File: config.mk
export PLATFORM = sky130hd
export DESIGN_NAME = framebuffer_config_match_scorer_top
export DESIGN_NICKNAME = d
export VERILOG_FILES = /design/src/design/fcms_pkg.sv /design/src/design/fcms_cfg_regs.sv /design/src/design/fcms_score_pipe.sv /design/src/design/framebuffer_config_match_scorer_top.sv
export SDC_FILE = /design/constraint.sdc
export NUM_CORES = 1
export LEC_CHECK = 0
export BUFFER_PORTS_ARGS = -buffer_cell sky130_fd_sc_hd__buf_4
export CAP_MARGIN = 20
export CORE_MARGIN = 2
export CORE_UTILIZATION = 35
export DETAILED_ROUTE_END_ITERATION = 8
export GPL_ROUTABILITY_DRIVEN = 0
export GPL_TIMING_DRIVEN = 0
export PLACE_DENSITY = 0.5
export SYNTH_ARGS = -nofsm -noshare
export SYNTH_HDL_FRONTEND = slang
export SYNTH_SLANG_ARGS = --single-unit
File: constraint.sdc
create_clock -name clk -period 5.46 [get_ports clk]
set_clock_uncertainty 0.15 [all_clocks]
set_input_delay 1.092 -clock clk [delete_from_list [all_inputs] [get_ports clk]]
set_output_delay 1.092 -clock clk [all_outputs]
set_load 0.02 [all_outputs]
File: src/design/fcms_pkg.sv
`timescale 1ns / 1ps
// ----------------------------------------------------------------------------
// fcms_pkg
// Shared types and constants of the framebuffer configuration match scorer.
// ----------------------------------------------------------------------------
package fcms_pkg;

	localparam int NumLanes  = 8;
	localparam int CompWidth = 8;

	localparam logic signed [13:0] IdMatchScore   = 14'sd1000;
	localparam logic signed [13:0] IdMissScore    = -14'sd1000;
	localparam logic signed [10:0] PenaltyScore   = -11'sd1000;
	localparam logic signed [10:0] MaxCompScore   = 11'sd32;

	// colour lanes carry scale 4, the sample lane scale -1, the rest scale 1
	localparam logic [NumLanes-1:0] Scale4Lanes = 8'b0000_1111;
	localparam logic [NumLanes-1:0] InvertLanes = 8'b1000_0000;

	typedef enum logic [2:0] {
		REG_COLOR_WIDTHS = 3'd0,
		REG_DEPTH_BITS   = 3'd1,
		REG_STENCIL_BITS = 3'd2,
		REG_BUFFER_BITS  = 3'd3,
		REG_SAMPLE_COUNT = 3'd4,
		REG_CONFIG_ID    = 3'd5
	} reg_index_t;

	typedef struct packed {
		logic [31:0]       color_widths;
		logic signed [8:0] depth_bits;
		logic signed [8:0] stencil_bits;
		logic signed [8:0] buffer_bits;
		logic signed [8:0] sample_count;
		logic [15:0]       config_id;
	} cfg_t;

endpackage

File: src/design/fcms_cfg_regs.sv
`timescale 1ns / 1ps
// ----------------------------------------------------------------------------
// fcms_cfg_regs
// Target configuration registers, written through a plain write port.
// ----------------------------------------------------------------------------
module fcms_cfg_regs import fcms_pkg::*; (
	input  logic        clk,
	input  logic        arst_n,
	input  logic        wr_en,
	input  logic [2:0]  wr_index,
	input  logic [31:0] wr_data,
	output cfg_t        cfg
);

	cfg_t cfg_q;

	always_ff @(posedge clk or negedge arst_n) begin
		if (!arst_n) begin
			cfg_q.color_widths <= 32'hFFFF_FFFF;
			cfg_q.depth_bits   <= -9'sd1;
			cfg_q.stencil_bits <= -9'sd1;
			cfg_q.buffer_bits  <= -9'sd1;
			cfg_q.sample_count <= -9'sd1;
			cfg_q.config_id    <= 16'd0;
		end else if (wr_en) begin
			case (reg_index_t'(wr_index))
				REG_COLOR_WIDTHS: cfg_q.color_widths <= wr_data;
				REG_DEPTH_BITS:   cfg_q.depth_bits   <= wr_data[8:0];
				REG_STENCIL_BITS: cfg_q.stencil_bits <= wr_data[8:0];
				REG_BUFFER_BITS:  cfg_q.buffer_bits  <= wr_data[8:0];
				REG_SAMPLE_COUNT: cfg_q.sample_count <= wr_data[8:0];
				REG_CONFIG_ID:    cfg_q.config_id    <= wr_data[15:0];
				default: ;
			endcase
		end
	end

	assign cfg = cfg_q;

endmodule

File: src/design/fcms_score_pipe.sv
`timescale 1ns / 1ps
// ----------------------------------------------------------------------------
// fcms_score_pipe
// Four-stage scoring pipeline: compare, component score, pair sum, total.
// ----------------------------------------------------------------------------
module fcms_score_pipe import fcms_pkg::*; (
	input  logic                     clk,
	input  logic                     arst_n,
	input  cfg_t                     cfg,
	input  logic                     in_valid,
	input  logic [NumLanes-1:0][7:0] cand,
	input  logic [15:0]              cand_id,
	output logic                     out_valid,
	output logic signed [13:0]       out_score
);

	logic signed [8:0] tgt [NumLanes];

	// stage 1: differences and compare flags
	logic                    v_s1;
	logic signed [9:0]       diff_s1 [NumLanes];
	logic [NumLanes-1:0]     pen_s1, eq_s1, wide_s1, tneg_s1;
	logic                    id_use_s1, id_hit_s1;
	// stage 2: component scores
	logic                    v_s2;
	logic signed [10:0]      comp_s2 [NumLanes];
	logic                    id_use_s2, id_hit_s2;
	// stage 3: pair sums
	logic                    v_s3;
	logic signed [11:0]      pair_s3 [NumLanes/2];
	logic                    id_use_s3, id_hit_s3;
	// stage 4: total
	logic                    v_s4;
	logic signed [13:0]      score_s4;

	logic signed [10:0]      comp_d [NumLanes];

	always_comb begin
		for (int i = 0; i < 4; i++) begin
			tgt[i] = {cfg.color_widths[8*i+7], cfg.color_widths[8*i +: 8]};
		end
		tgt[4] = cfg.depth_bits;
		tgt[5] = cfg.stencil_bits;
		tgt[6] = cfg.buffer_bits;
		tgt[7] = cfg.sample_count;
	end

	always_ff @(posedge clk or negedge arst_n) begin
		if (!arst_n) begin
			v_s1 <= 1'b0;
			v_s2 <= 1'b0;
			v_s3 <= 1'b0;
			v_s4 <= 1'b0;
		end else begin
			v_s1 <= in_valid;
			v_s2 <= v_s1;
			v_s3 <= v_s2;
			v_s4 <= v_s3;
		end
	end

	always_ff @(posedge clk) begin
		for (int i = 0; i < NumLanes; i++) begin
			diff_s1[i] <= $signed({2'b00, cand[i]}) - $signed({tgt[i][8], tgt[i]});
			pen_s1[i]  <= ((cand[i] != 8'd0) && (tgt[i] == 9'sd0)) ||
			              ((cand[i] == 8'd0) && (tgt[i] > 9'sd0));
			eq_s1[i]   <= ({1'b0, cand[i]} == tgt[i]);
			wide_s1[i] <= Scale4Lanes[i] && (cand[i] > 8'(CompWidth)) &&
			              (tgt[i] <= 9'(CompWidth));
			tneg_s1[i] <= tgt[i][8];
		end
		id_use_s1 <= (cfg.config_id != 16'd0);
		id_hit_s1 <= (cand_id == cfg.config_id);
	end

	always_comb begin
		logic signed [11:0] d;
		logic signed [12:0] r;
		for (int i = 0; i < NumLanes; i++) begin
			d = Scale4Lanes[i] ? {diff_s1[i], 2'b00} : {{2{diff_s1[i][9]}}, diff_s1[i]};
			if (InvertLanes[i] || tneg_s1[i])
				r = 13'sd32 - {d[11], d};
			else
				r = {d[11], d};
			if (r > 13'sd32)
				r = 13'sd32;
			if (r < 13'sd0)
				r = 13'sd0;
			if (pen_s1[i])
				comp_d[i] = PenaltyScore;
			else if (eq_s1[i])
				comp_d[i] = MaxCompScore;
			else if (wide_s1[i])
				comp_d[i] = PenaltyScore;
			else if (d <= 12'sd0)
				comp_d[i] = 11'sd0;
			else
				comp_d[i] = r[10:0];
		end
	end

	always_ff @(posedge clk) begin
		for (int i = 0; i < NumLanes; i++) begin
			comp_s2[i] <= comp_d[i];
		end
		id_use_s2 <= id_use_s1;
		id_hit_s2 <= id_hit_s1;
	end

	always_ff @(posedge clk) begin
		for (int i = 0; i < NumLanes/2; i++) begin
			pair_s3[i] <= 12'(comp_s2[2*i]) + 12'(comp_s2[2*i+1]);
		end
		id_use_s3 <= id_use_s2;
		id_hit_s3 <= id_hit_s2;
	end

	always_ff @(posedge clk) begin
		if (id_use_s3)
			score_s4 <= id_hit_s3 ? IdMatchScore : IdMissScore;
		else
			score_s4 <= 14'(pair_s3[0]) + 14'(pair_s3[1]) +
			            14'(pair_s3[2]) + 14'(pair_s3[3]);
	end

	assign out_valid = v_s4;
	assign out_score = score_s4;

endmodule

File: src/design/framebuffer_config_match_scorer_top.sv
`timescale 1ns / 1ps
// ----------------------------------------------------------------------------
// framebuffer_config_match_scorer_top
// Scores a candidate framebuffer configuration against a programmed target.
// ----------------------------------------------------------------------------
// Usage:
//   Program the target through wr_en / wr_index / wr_data while no candidate
//   is in flight. Present a candidate on the cand_* ports with start high;
//   busy never rises, so a candidate is taken at every edge with start high.
//   The score appears on match_score_value with done high for one cycle,
//   once its candidate has passed through every pipeline stage, in order.
// Throughput: one candidate per cycle, set by the four-stage pipeline
//   (compare, component score, pair sum, total).
// Reset: the target returns to "don't care" for every component with id
//   matching off, and any candidate in flight is dropped.
// The receiver cannot stall; it must take each result in its done cycle.
// ----------------------------------------------------------------------------
module framebuffer_config_match_scorer_top import fcms_pkg::*; (
	input  logic               clk,
	input  logic               arst_n,
	input  logic               wr_en,
	input  logic [2:0]         wr_index,
	input  logic [31:0]        wr_data,
	input  logic               start,
	output logic               busy,
	input  logic [7:0]         cand_red_bits,
	input  logic [7:0]         cand_green_bits,
	input  logic [7:0]         cand_blue_bits,
	input  logic [7:0]         cand_alpha_bits,
	input  logic [7:0]         cand_depth_bits,
	input  logic [7:0]         cand_stencil_bits,
	input  logic [7:0]         cand_buffer_bits,
	input  logic [7:0]         cand_sample_count,
	input  logic [15:0]        cand_config_id,
	output logic               done,
	output logic signed [13:0] match_score_value
);

	cfg_t                     cfg;
	logic [NumLanes-1:0][7:0] cand;

	assign busy = 1'b0;

	assign cand = {cand_sample_count, cand_buffer_bits, cand_stencil_bits,
	               cand_depth_bits, cand_alpha_bits, cand_blue_bits,
	               cand_green_bits, cand_red_bits};

	fcms_cfg_regs u_cfg (
		.clk      (clk),
		.arst_n   (arst_n),
		.wr_en    (wr_en),
		.wr_index (wr_index),
		.wr_data  (wr_data),
		.cfg      (cfg)
	);

	fcms_score_pipe u_pipe (
		.clk       (clk),
		.arst_n    (arst_n),
		.cfg       (cfg),
		.in_valid  (start && !busy),
		.cand      (cand),
		.cand_id   (cand_config_id),
		.out_valid (done),
		.out_score (match_score_value)
	);

endmodule

Word-level counts from Yosys, hierarchy flattened
Memories as Yosys holds them, arrays and structs flattened.
Cells that the tools add are included.
Widths: inputs -> output; s select.

word-level totals
  flip-flop bits (word level) = 135
  RAM bits = 216
  bits of input ports = 119
  output and inout port bits = 16
  memories kept = 3

memory list
  memory          depth  width  rd ports  clocked after Yosys merged registers in  wr ports  RTL line               source
  u_pipe.comp_s2  8      11     8         0                                        8         fcms_score_pipe.sv:26  logic signed [10:0] comp_s2 [NumLanes];
  u_pipe.diff_s1  8      10     8         0                                        8         fcms_score_pipe.sv:21  logic signed [9:0] diff_s1 [NumLanes];
  u_pipe.pair_s3  4      12     4         0                                        4         fcms_score_pipe.sv:30  logic signed [11:0] pair_s3 [NumLanes/2];

cells by class
  add/sub/neg operators = 23
  $lt $le $gt $ge = 40
  equal/unequal tests = 14
  mux-type cells = 53
  reduce and logical (&&, ||, !) cells = 60

operators with widths
  cell                   count
  $mux 11                36
  $mux 13                15
  $gt 13x7->1 const B    8
  $lt 13x1->1 const B    8
  $eq 8x9->1             8
  $logic_not 9->1        8
  $logic_not 8->1        8
  $reduce_bool 8->1      8
  $sub 7x12->13 const A  4
  $add 11x11->12         4
  $le 12x1->1 const B    4
  $sub 7x10->11 const A  4
  $le 10x1->1 const B    4
  $sub 9x8->10           4
  $sub 9x9->10           4
  $gt 9x1->1 const B     4
  $gt 8x1->1 const B     4
  $gt 8x4->1 const B     4
  $le 8x5->1 const B     4
  $mux 14                2
  $logic_and 1x1->1      20
  $eq 16x16->1           1
  $reduce_bool 16->1     1
  $add 13x12->14         1
  other kinds (8)        22

Logic depth before layout (Yosys ltp)
Gate-level depths: netlist of the first run.
An unclocked memory read counts as a cell.

  word-level depth = 11
  depth in mapped cells = 13
  mapped depth without buffers = 13

By module
Synthesis of the first run repeated with hierarchy kept, for this count alone.

unflattened totals
  cells, all modules = 1820
  area, all modules = 17934.7 um2

by module, submodules not included
  module                               times used  cells each  area an instance (um2)  sequential area each (um2)
  fcms_score_pipe                      1           1636        14639.0                 5124.9
  fcms_cfg_regs                        1           182         3284.4                  2187.1
  framebuffer_config_match_scorer_top  1           2           11.3                    0.0

Worst setup path after synthesis of the first run
OpenSTA, ideal clock, no wires.

  path kind = reg2reg
  start point = mem u_pipe.pair_s3[3][2]
  end point = reg u_pipe.score_s4[12], in the netlist u_pipe.out_score[12]
  arrival = 2.900 ns
  path slack = 2.295 ns
  cell stages (with the launch flop) = 14
  path buffers = 0
  clock period less this slack = 3.165 ns
  path through = dfxtp_1 fa_1 inv_1 fa_1 inv_1 ha_1 inv_1 fa_1 nor2b_1 o31a_1 o41a_1 o21ai_0 xnor2_1 o21a_1

RTL lines
  item                  RTL line                source
  start, declared       fcms_score_pipe.sv:30
  end signal, assigned  fcms_score_pipe.sv:120  score_s4 <= id_hit_s3 ? IdMatchScore : IdMissScore;
  end signal, assigned  fcms_score_pipe.sv:122  score_s4 <= 14'(pair_s3[0]) + 14'(pair_s3[1]) +
  end, declared         fcms_score_pipe.sv:34   logic signed [13:0] score_s4;

==> results of run 1 <==
registers in the layout (all words and copies together) (netlist names), 4 cells and up:
signal,count
u_pipe.tneg_s1,7
u_pipe.out_score,14
u_pipe.pen_s1,8
u_pipe.diff_s1,80
u_pipe.wide_s1,4
u_pipe.pair_s3,44
u_pipe.eq_s1,8
u_cfg.cfg,84
u_pipe.comp_s2,80
routing by layer:
layer / global-route usage, % / part of all wire [%] / vias to the layer above
met3: 2.44 / 3.5 / 67
li1: - / - / 6841
met4: 5.88 / 3.0 / 0
met2: 26.8 / 46 / 223
met5: 0 / 0 / -
met1: 20.3 / 47 / 6101
critical path, stage by stage (launching register included):
cell and delay, ns:
dfxtp_1 0.31, fa_1 0.54, inv_1 0.06, fa_1 0.49, inv_1 0.04, ha_1 0.21
inv_1 0.08, fa_1 0.20, nor2b_1 0.07, o31a_1 0.27, o41a_1 0.36, o21ai_0 0.22
xnor2_1 0.09, o21a_1 0.17
cell type report:
type | instances | area [µm²] | area share (%)
Buffer | 32 | 128 | 0.611
Timing Repair Buffer | 136 | 1040 | 4.98
Clock inverter | 15 | 292 | 1.40
Tap cell | 672 | 841 | 4.02
Multi-Input combinational cell | 1292 | 9390 | 45.0
Inverter | 218 | 818 | 3.92
Sequential cell | 339 | 7310 | 35.0
Clock buffer | 53 | 1070 | 5.11
cell usage in the layout, fill, tap and decap left out, types with 24 or more instances in the layout:
cell type  instances
clkbuf_1          36
nor2b_1           35
nor4_1            40
nand4_1           26
a21oi_1           73
nand3_1           24
clkbuf_16         39
xor2_1            34
mux2_2            37
fa_1              34
xnor2_1          104
conb_1            33
nor2_1           109
nand2_1          118
nor3_1            68
ha_1             132
o21ai_0          130
dfstp_2           68
inv_1            217
buf_4            136
dfxtp_1          251
power groups by stage:
stage	clock [W]	sequential, W	combinational (W)
floorplan	0	0.00357	0.00315
global placement	0	0.00373	0.00390
detailed placement	0	0.00375	0.00395
CTS	0.00286	0.00370	0.00399
global route	0.00295	0.00379	0.00453
finish	0.00276	0.00370	0.00395
worst min-delay path by stage:
stage | from | end | slack (ns) | depth (start not counted)
5_1_grt | u_pipe.id_use_s2$_DFF_P_ | u_pipe.id_use_s3$_DFF_P_ | 0.20 | 0
4_1_cts | u_pipe.id_hit_s2$_DFF_P_ | u_pipe.id_hit_s3$_DFF_P_ | 0.18 | 0
2_1_floorplan | u_pipe.id_hit_s1$_DFF_P_ | u_pipe.id_hit_s2$_DFF_P_ | 0.16 | 0
3_5_place_dp | u_pipe.id_hit_s2$_DFF_P_ | u_pipe.id_hit_s3$_DFF_P_ | 0.16 | 0
3_3_place_gp | u_pipe.id_hit_s2$_DFF_P_ | u_pipe.id_hit_s3$_DFF_P_ | 0.16 | 0
6_report | u_pipe.id_hit_s2$_DFF_P_ | u_pipe.id_hit_s3$_DFF_P_ | 0.18 | 0
per-stage QoR:
step	instances	total power [W]	setup WS, ns	utilization [%]	area [µm²]
finish	2757	0.0104	2.09	42.0	20900
global route	2757	0.0113	1.94	42.0	20900
CTS	2757	0.0105	2.07	42.0	20900
detailed placement	2689	0.00770	1.91	39.3	19500
global placement	2686	0.00764	1.92	39.2	19500
floorplan	1881	0.00672	2.30	-	17600
cell families after synthesis:
group                    after synthesis  share of synthesized area (%)
AND/OR/NAND/NOR                      509                           14.8
XOR/XNOR                             138                           6.90
buffers and inverters                250                           5.40
flip-flops                           339                           41.7
AO/OA/AOI/OAI                        396                           14.7
adder cells (fa/ha/maj)              166                           13.3
multiplexers                          50                           3.12
other                                  1                         0.0214
==> load_flow_metrics.sql, run 1 <==
INSERT INTO impl_metrics (metric_group, metric, value, unit) VALUES
('finish', 'layout.nets', '2343', ''),
('yosys', 'synthesis.instances', '1849', ''),
('clocking', 'cts_buffer_depth', '3', ''),
('timing', 'min_period_over_period', '61.7', '%'),
('clocking', 'clkLatencyLatePin', '0.54', 'ns'),
('run', 'max_cap_violations', '0', ''),
('global_routing', 'grt_pass1_vias', '13400', ''),
('routing', 'first_iter_violations', '633', ''),
('setup_path', 'r2r-end', 'u_pipe.out_score[12]$_DFF_P_', ''),
('power_and_ir_drop', 'power.clock.fraction', '26.5', '%'),
('die', 'die_h', '228', 'µm'),
('yosys', 'ys_async_sr_fraction', '26.0', '%'),
('timing', 'timing_worst_slew_pin_value', '1.10', 'ns'),
('yosys', 'syn-cell-area', '17500', 'µm²'),
('yosys', 'ys.warnings.count', '0', ''),
('setup_path', 'critical_path_capture_point', 'u_pipe.out_score[12]$_DFF_P_', ''),
('yosys', 'synthTopCellsByArea', 'dfxtp_1 (29%), dfstp_2 (10%), ha_1 (9.4%)', ''),
('setup_path', 'critical_path.startpoint', 'u_pipe.pair_s3[3][2]$_DFF_P_', ''),
('die', 'num_io_pins', '135', ''),
('power_and_ir_drop', 'power.combinational.fraction', '37.9', '%'),
('yosys', 'cell_taking_the_most_area_after_synthesis', 'dfxtp_1', ''),
('die', 'row_count', '82', ''),
('yosys', 'yosysMostFrequentCell', 'dfxtp_1', ''),
('timing', 'timing.max_slew.rel_slack', '25.9', '%'),
('clocking', 'clock_tree.root_cell', 'clkbuf_16', ''),
('power_and_ir_drop', 'switching_share', '35.2', '%'),
('clocking', 'cts_made_buffers', '39', ''),
('clocking', 'tritoncts', 'built', ''),
('clocking', 'cts.sinks', '339', ''),
('routing', 'drc_violations_left', '0', ''),
('clocking', 'cts.repair.resized', '0', ''),
('power_and_ir_drop', 'power_share_of_the_sequential_group', '35.5', '%'),
('setup_path', 'timing.critical_path.to_type', 'flop', ''),
('clocking', 'cts_hold_buf', '0', ''),
('setup_path', 'setup.worst_path.class', 'reg2reg', ''),
('timing', 'hold_slack', '0.176', 'ns'),
('clocking', 'post-cts-setup-buffers', '0', ''),
('routing', 'route.vias.total', '13200', ''),
('hold_path', 'holdCritPathClass', 'reg2reg', ''),
('global_routing', 'grt_pass1_wl', '67.2', 'mm'),
('power_and_ir_drop', 'power_density', '498', 'nW/µm²'),
('power_and_ir_drop', 'static-leakage-power', '8.96', 'nW'),
('setup_path', 'crit-reg2reg-launch', 'u_pipe.pair_s3[3][2]$_DFF_P_', ''),
('yosys', 'yosys_register_bits', '339', ''),
('die', 'horizontal_extent_of_the_die', '228', 'µm'),
('yosys', 'ys_seq_area_share', '41.7', '%'),
('global_routing', 'grt_overflow_total', '0', ''),
('finish', 'number_of_diodes', '0', ''),
('yosys', 'synth_top_area_share', '28.7', '%'),
('power_and_ir_drop', 'worst_ir_drop_vdd', '0.000202', 'V'),
('setup_path', 'cp_max_fo', '3', ''),
('setup_path', 'required', '5.73', 'ns'),
('timing', 'rsz0062_at_grt', 'false', ''),
('routing', 'antenna_viol_nets_final', '0', ''),
('clocking', 'h-tree-depth', '2', ''),
('timing', 'slew_violations', '0', ''),
('global_routing', 'maximum_number_of_pins_on_one_net_before_global_route_repair', '68', ''),
('finish', 'layout.filler_cells', '4951', ''),
('setup_path', 'arrival', '3.64', 'ns'),
('timing', 'period_needed', '3.37', 'ns'),
('global_routing', 'grt_use_total', '15.8', '%'),
('finish', 'drive_gt1_share', '15.8', '%'),
('status', 'status', 'completed', ''),
('timing', 'setup-violations-final', '0', ''),
('timing', 'achievable-frequency', '297', 'MHz'),
('power_and_ir_drop', 'switchingPower', '0.00366', 'W'),
('routing', 'drt_pre_antenna_iters', '5', ''),
('routing', 'avgRoutedWirePerCell', '14.9', 'µm'),
('die', 'start_util', '35.2', '%'),
('setup_path', 'critPathLaunchType', 'flop', ''),
('yosys', 'postSynth.topFlopCell', 'dfxtp_1', '');
(Power assumes the default switching activity.)
==> run 2, diff against run 1 <==
--- a/config.mk
+++ b/config.mk
@@ -5,6 +5,7 @@
 export SDC_FILE = /design/constraint.sdc
 export NUM_CORES = 1
 export LEC_CHECK = 0
+export ABC_AREA = 1
 export BUFFER_PORTS_ARGS = -buffer_cell sky130_fd_sc_hd__buf_4
 export CAP_MARGIN = 20
 export CORE_MARGIN = 2
==> constraint.sdc (replaced) <==
create_clock -name clk -period 3.4 [get_ports clk]
set_clock_uncertainty 0.15 [all_clocks]
set_input_delay 0.68 -clock clk [delete_from_list [all_inputs] [get_ports clk]]
set_output_delay 0.68 -clock clk [all_outputs]
set_load 0.02 [all_outputs]
==> run 2 against run 1 <==
Net effect: synthesized area rose by 2.1%; synthesized cell count grew 20%; largest power group unchanged; clock power increased by 69%; register-to-register slack got worse by 1.8 ns; critical path type unchanged; clock-buffer cell count decreased by 1; largest cell class unchanged; total power is 69% higher; fmax rose by 7.1%; core utilization is 0.40 points higher; combinational power increased by 81%; critical path depth stayed put; wire length up 0.43%.
==> load_flow_metrics.sql, run 2 <==
INSERT INTO impl_metrics (metric_group, metric, value, unit) VALUES
('status', 'status', 'completed', ''),
('timing', 'timing_worst_slew_pin_value', '0.585', 'ns'),
('routing', 'routed_wl', '41.3', 'mm'),
('global_routing', 'grt_use_total', '15.6', '%'),
('yosys', 'yosysMostFrequentCell', 'nand2_1', ''),
('power_and_ir_drop', 'switchingPower', '0.00665', 'W'),
('global_routing', 'grt.met1_usage', '20.0', '%'),
('hold_path', 'worstHoldStart', 'start', ''),
('clocking', 'h-tree-depth', '2', ''),
('global_routing', 'grt_overflow_total', '0', ''),
('yosys', 'syn-cell-area', '17900', 'µm²'),
('global_routing', 'grt_util_met3', '2.60', '%'),
('finish', 'layout.cells.most_common_list', 'nand2_1 (447), inv_1 (328), dfxtp_1 (251)', ''),
('clocking', 'clkLatencyLatePin', '0.55', 'ns'),
('die', 'row_count', '82', ''),
('yosys', 'synth-edff-count', '0', ''),
('run', 'max_cap_violations', '0', ''),
('power_and_ir_drop', 'power_density', '825', 'nW/µm²'),
('placement', 'detailedPlace.worstSlack', '0.311', 'ns'),
('finish', 'largest_register_ff_count', '84', ''),
('yosys', 'ys_seq_area_share', '40.8', '%'),
('routing', 'antenna_viol_nets_final', '0', ''),
('setup_path', 'required', '3.68', 'ns'),
('timing', 'hold_violations', '0', ''),
('finish', 'drive_gt1_share', '13.2', '%'),
('global_routing', 'grt_pass1_vias', '13900', ''),
('routing', 'drc_violations_left', '0', ''),
('clocking', 'cts_hold_buf', '0', ''),
('timing', 'final.setup.tns', '0', 'ns'),
('global_routing', 'grt_pass1_wl', '67.6', 'mm'),
('placement', 'dpl.hpwl', '33.2', 'mm'),
('yosys', 'synthTopCellsByArea', 'dfxtp_1 (28%), dfstp_2 (10%), nand2_1 (9.4%)', ''),
('routing', 'route.vias.total', '14400', ''),
('placement', 'dpl-instance-area', '19900', 'µm²'),
('global_routing', 'grtUsageMet2', '26.5', '%'),
('finish', 'area.growth.synth_to_final', '19.3', '%'),
('global_routing', 'grt_most_used_layer', 'met2', ''),
('clocking', 'post-cts-setup-buffers', '0', ''),
('power_and_ir_drop', 'worst_ir_drop_vdd', '0.000424', 'V'),
('power_and_ir_drop', 'switching_share', '37.7', '%'),
('clocking', 'cts.repair.resized', '0', ''),
('setup_path', 'critical_path.startpoint', 'u_pipe.pair_s3[1][4]$_DFF_P_', ''),
('setup_path', 'timing.critical_path.to_type', 'flop', ''),
('setup_path', 'family_of_cells_with_the_greatest_summed_delay_on_the_critical_path', 'adder cells', ''),
('global_routing', 'antenna_found_initial', '0', ''),
('yosys', 'yosysUniqueCellTypes', '52', ''),
('routing', 'drt_pre_antenna_iters', '5', ''),
('setup_path', 'setup.worst_path.class', 'reg2reg', ''),
('die', 'floorplan.die_area', '53000', 'µm²'),
('yosys', 'ys_async_sr_fraction', '26.0', '%'),
('power_and_ir_drop', 'power.combinational.fraction', '40.6', '%'),
('routing', 'first_iter_violations', '513', ''),
('yosys', 'postSynth.topFlopCell', 'dfxtp_1', ''),
('clocking', 'cts_buffer_depth', '3', ''),
('setup_path', 'cp_max_fo', '5', ''),
('yosys', 'synthesis.area_per_instance', '8.05', 'µm²'),
('finish', 'fraction_of_the_core_area_covered_by_cells_at_the_end_of_the_flow', '42.4', '%'),
('die', 'start_util', '35.5', '%'),
('power_and_ir_drop', 'p_int', '0.0110', 'W'),
('setup_path', 'slowest_delay', '0.51', 'ns'),
('clocking', 'cts_made_buffers', '40', ''),
('timing', 'achievable-frequency', '318', 'MHz'),
('placement', 'place.port_buffers', '133', ''),
('clocking', 'clock_tree.root_cell', 'clkbuf_16', ''),
('clocking', 'post_cts_clock_slew_at_the_launch_and_capture_registers_of_the_worst_setup_and_hold_paths', '0.06', 'ns'),
('finish', 'final_area', '21400', 'µm²'),
('yosys', 'synth.top_cells.by_count', 'nand2_1 (447), inv_1 (328), dfxtp_1 (251), nor2_1 (155), ha_1 (132)', ''),
('finish', 'layout.nets', '2717', ''),
('clocking', 'tritoncts', 'built', ''),
('timing', 'period_needed', '3.15', 'ns'),
('global_routing', 'maximum_number_of_pins_on_one_net_before_global_route_repair', '89', ''),
('yosys', 'ys.warnings.count', '0', ''),
('setup_path', 'crit-reg2reg-launch', 'u_pipe.pair_s3[1][4]$_DFF_P_', ''),
('routing', 'routed_via_density', '4.58', ''),
('die', 'core_area', '50400', 'µm²'),
('setup_path', 'critPathLaunchType', 'flop', ''),
('yosys', 'synthesis.instances', '2224', ''),
('yosys', 'synth_top_area_share', '28.1', '%'),
('die', 'num_io_pins', '135', ''),
('finish', 'layout.filler_cells', '5072', ''),
('die', 'die_h', '230', 'µm'),
('clocking', 'cts.sinks', '339', ''),
('timing', 'rsz0062_at_grt', 'false', ''),
('power_and_ir_drop', 'static-leakage-power', '10.3', 'nW'),
('timing', 'post-route-worst-setup-slack', '0.254', 'ns'),
('timing', 'timing.max_slew.rel_slack', '61.0', '%'),
('die', 'horizontal_extent_of_the_die', '230', 'µm'),
('finish', 'number_of_diodes', '0', ''),
('yosys', 'yosys_register_bits', '339', ''),
('timing', 'setup-violations-final', '0', ''),
('hold_path', 'holdCritPathClass', 'in2reg', ''),
('yosys', 'cell_taking_the_most_area_after_synthesis', 'dfxtp_1', ''),
('setup_path', 'worst_path_max_delay_cell', 'fa_1', ''),
('power_and_ir_drop', 'power.clock.fraction', '26.4', '%'),
('timing', 'slew_violations', '0', ''),
('routing', 'avgRoutedWirePerCell', '13.2', 'µm'),
('setup_path', 'critPathBufInv', '2', ''),
('finish', 'layout_commonest_cell', 'nand2_1', ''),
('setup_path', 'arrival', '3.43', 'ns'),
('setup_path', 'critical_path.cell_chain', 'inv_1, fa_1, fa_1, inv_1, ha_1, nand3_1, nand2_1, a21boi_1, o21ai_1, a21oi_1, or2_1, nand3_1, nand2_1', ''),
('timing', 'min_period_over_period', '92.5', '%'),
('power_and_ir_drop', 'power_share_of_the_sequential_group', '33.0', '%');
## run 2: cell types whose count changed after synthesis, moves of 18 or more
cell and change:
xnor2_1 -54, inv_1 +111, nor2_1 +46, a21oi_1 +48, nand2b_1 -18, nor3_1 -30
nand3_1 +104, mux2_2 -35, a21o_1 -19, xor2_1 +59, o21ai_1 +19, nand2_1 +329
inv_2 +32, nor2b_1 -34
## run 2: area by class of cell
class / count / area [µm²] / area share, %
inverter: 365 / 1370 / 6.42
clock buffer: 52 / 1150 / 5.38
sequential: 339 / 7310 / 34.2
tap: 672 / 841 / 3.94
multi-input combinational: 1530 / 9250 / 43.3
buffer: 22 / 95.1 / 0.445
clock inverter: 20 / 313 / 1.46
timing repair buffer: 134 / 1030 / 4.80
## run 2: cell families (layout without fill, tap and decap cells)
family	count (synthesis)	in the layout	share of synthesized area [%]
and+or+nand+nor	862	862	20.8
buffers and inverters	387	593	8.18
DFF	339	339	40.8
AOI/OAI and AO/OA	323	323	9.97
adders and majority gates	166	166	13.0
xor gates and xnor gates	144	144	7.09
muxes	2	2	0.126
other	1	33	0.0209
## run 2: worst paths after layout
path,to,slack [ns],cells past startpoint
max,u_pipe.out_score[11]$_DFF_P_,0.25,13
min in group asynchronous,u_cfg.cfg[34]$_DFFE_PN1P_,0.21,1
max reg2reg,u_pipe.out_score[11]$_DFF_P_,0.25,13
max in group asynchronous,u_cfg.cfg[62]$_DFFE_PN1P_,2.48,2
min reg2reg,u_pipe.id_hit_s3$_DFF_P_,0.18,0
min,u_pipe.v_s1$_DFF_PN0_,0.08,1
## run 2: metrics by stage
step                instances  total power [W]  hold WS, ns
detailed placement       3061           0.0131        0.166
finish                   3134           0.0176       0.0834
CTS                      3133           0.0178       0.0449
global route             3134           0.0192       0.0519
global placement         3061           0.0130        0.167
floorplan                2256           0.0114        0.160
## run 2: power by group through the flow
stage / Clock [W] / Combinational, W / Sequential [W]
after floorplan: 0 / 0.00569 / 0.00567
after global placement: 0 / 0.00711 / 0.00587
after detailed placement: 0 / 0.00718 / 0.00589
after CTS: 0.00481 / 0.00721 / 0.00582
after global routing: 0.00495 / 0.00827 / 0.00594
final: 0.00466 / 0.00715 / 0.00581
## run 2: metal layers
| layer | vias to the layer above | wire (µm) | share of wire (%) |
|---|---|---|---|
| met4 | 0 | 1270 | 3.1 |
| met5 | - | 0 | 0 |
| met1 | 6455 | 19300 | 47 |
| met3 | 78 | 1670 | 4.0 |
| li1 | 7590 | - | - |
| met2 | 234 | 19100 | 46 |
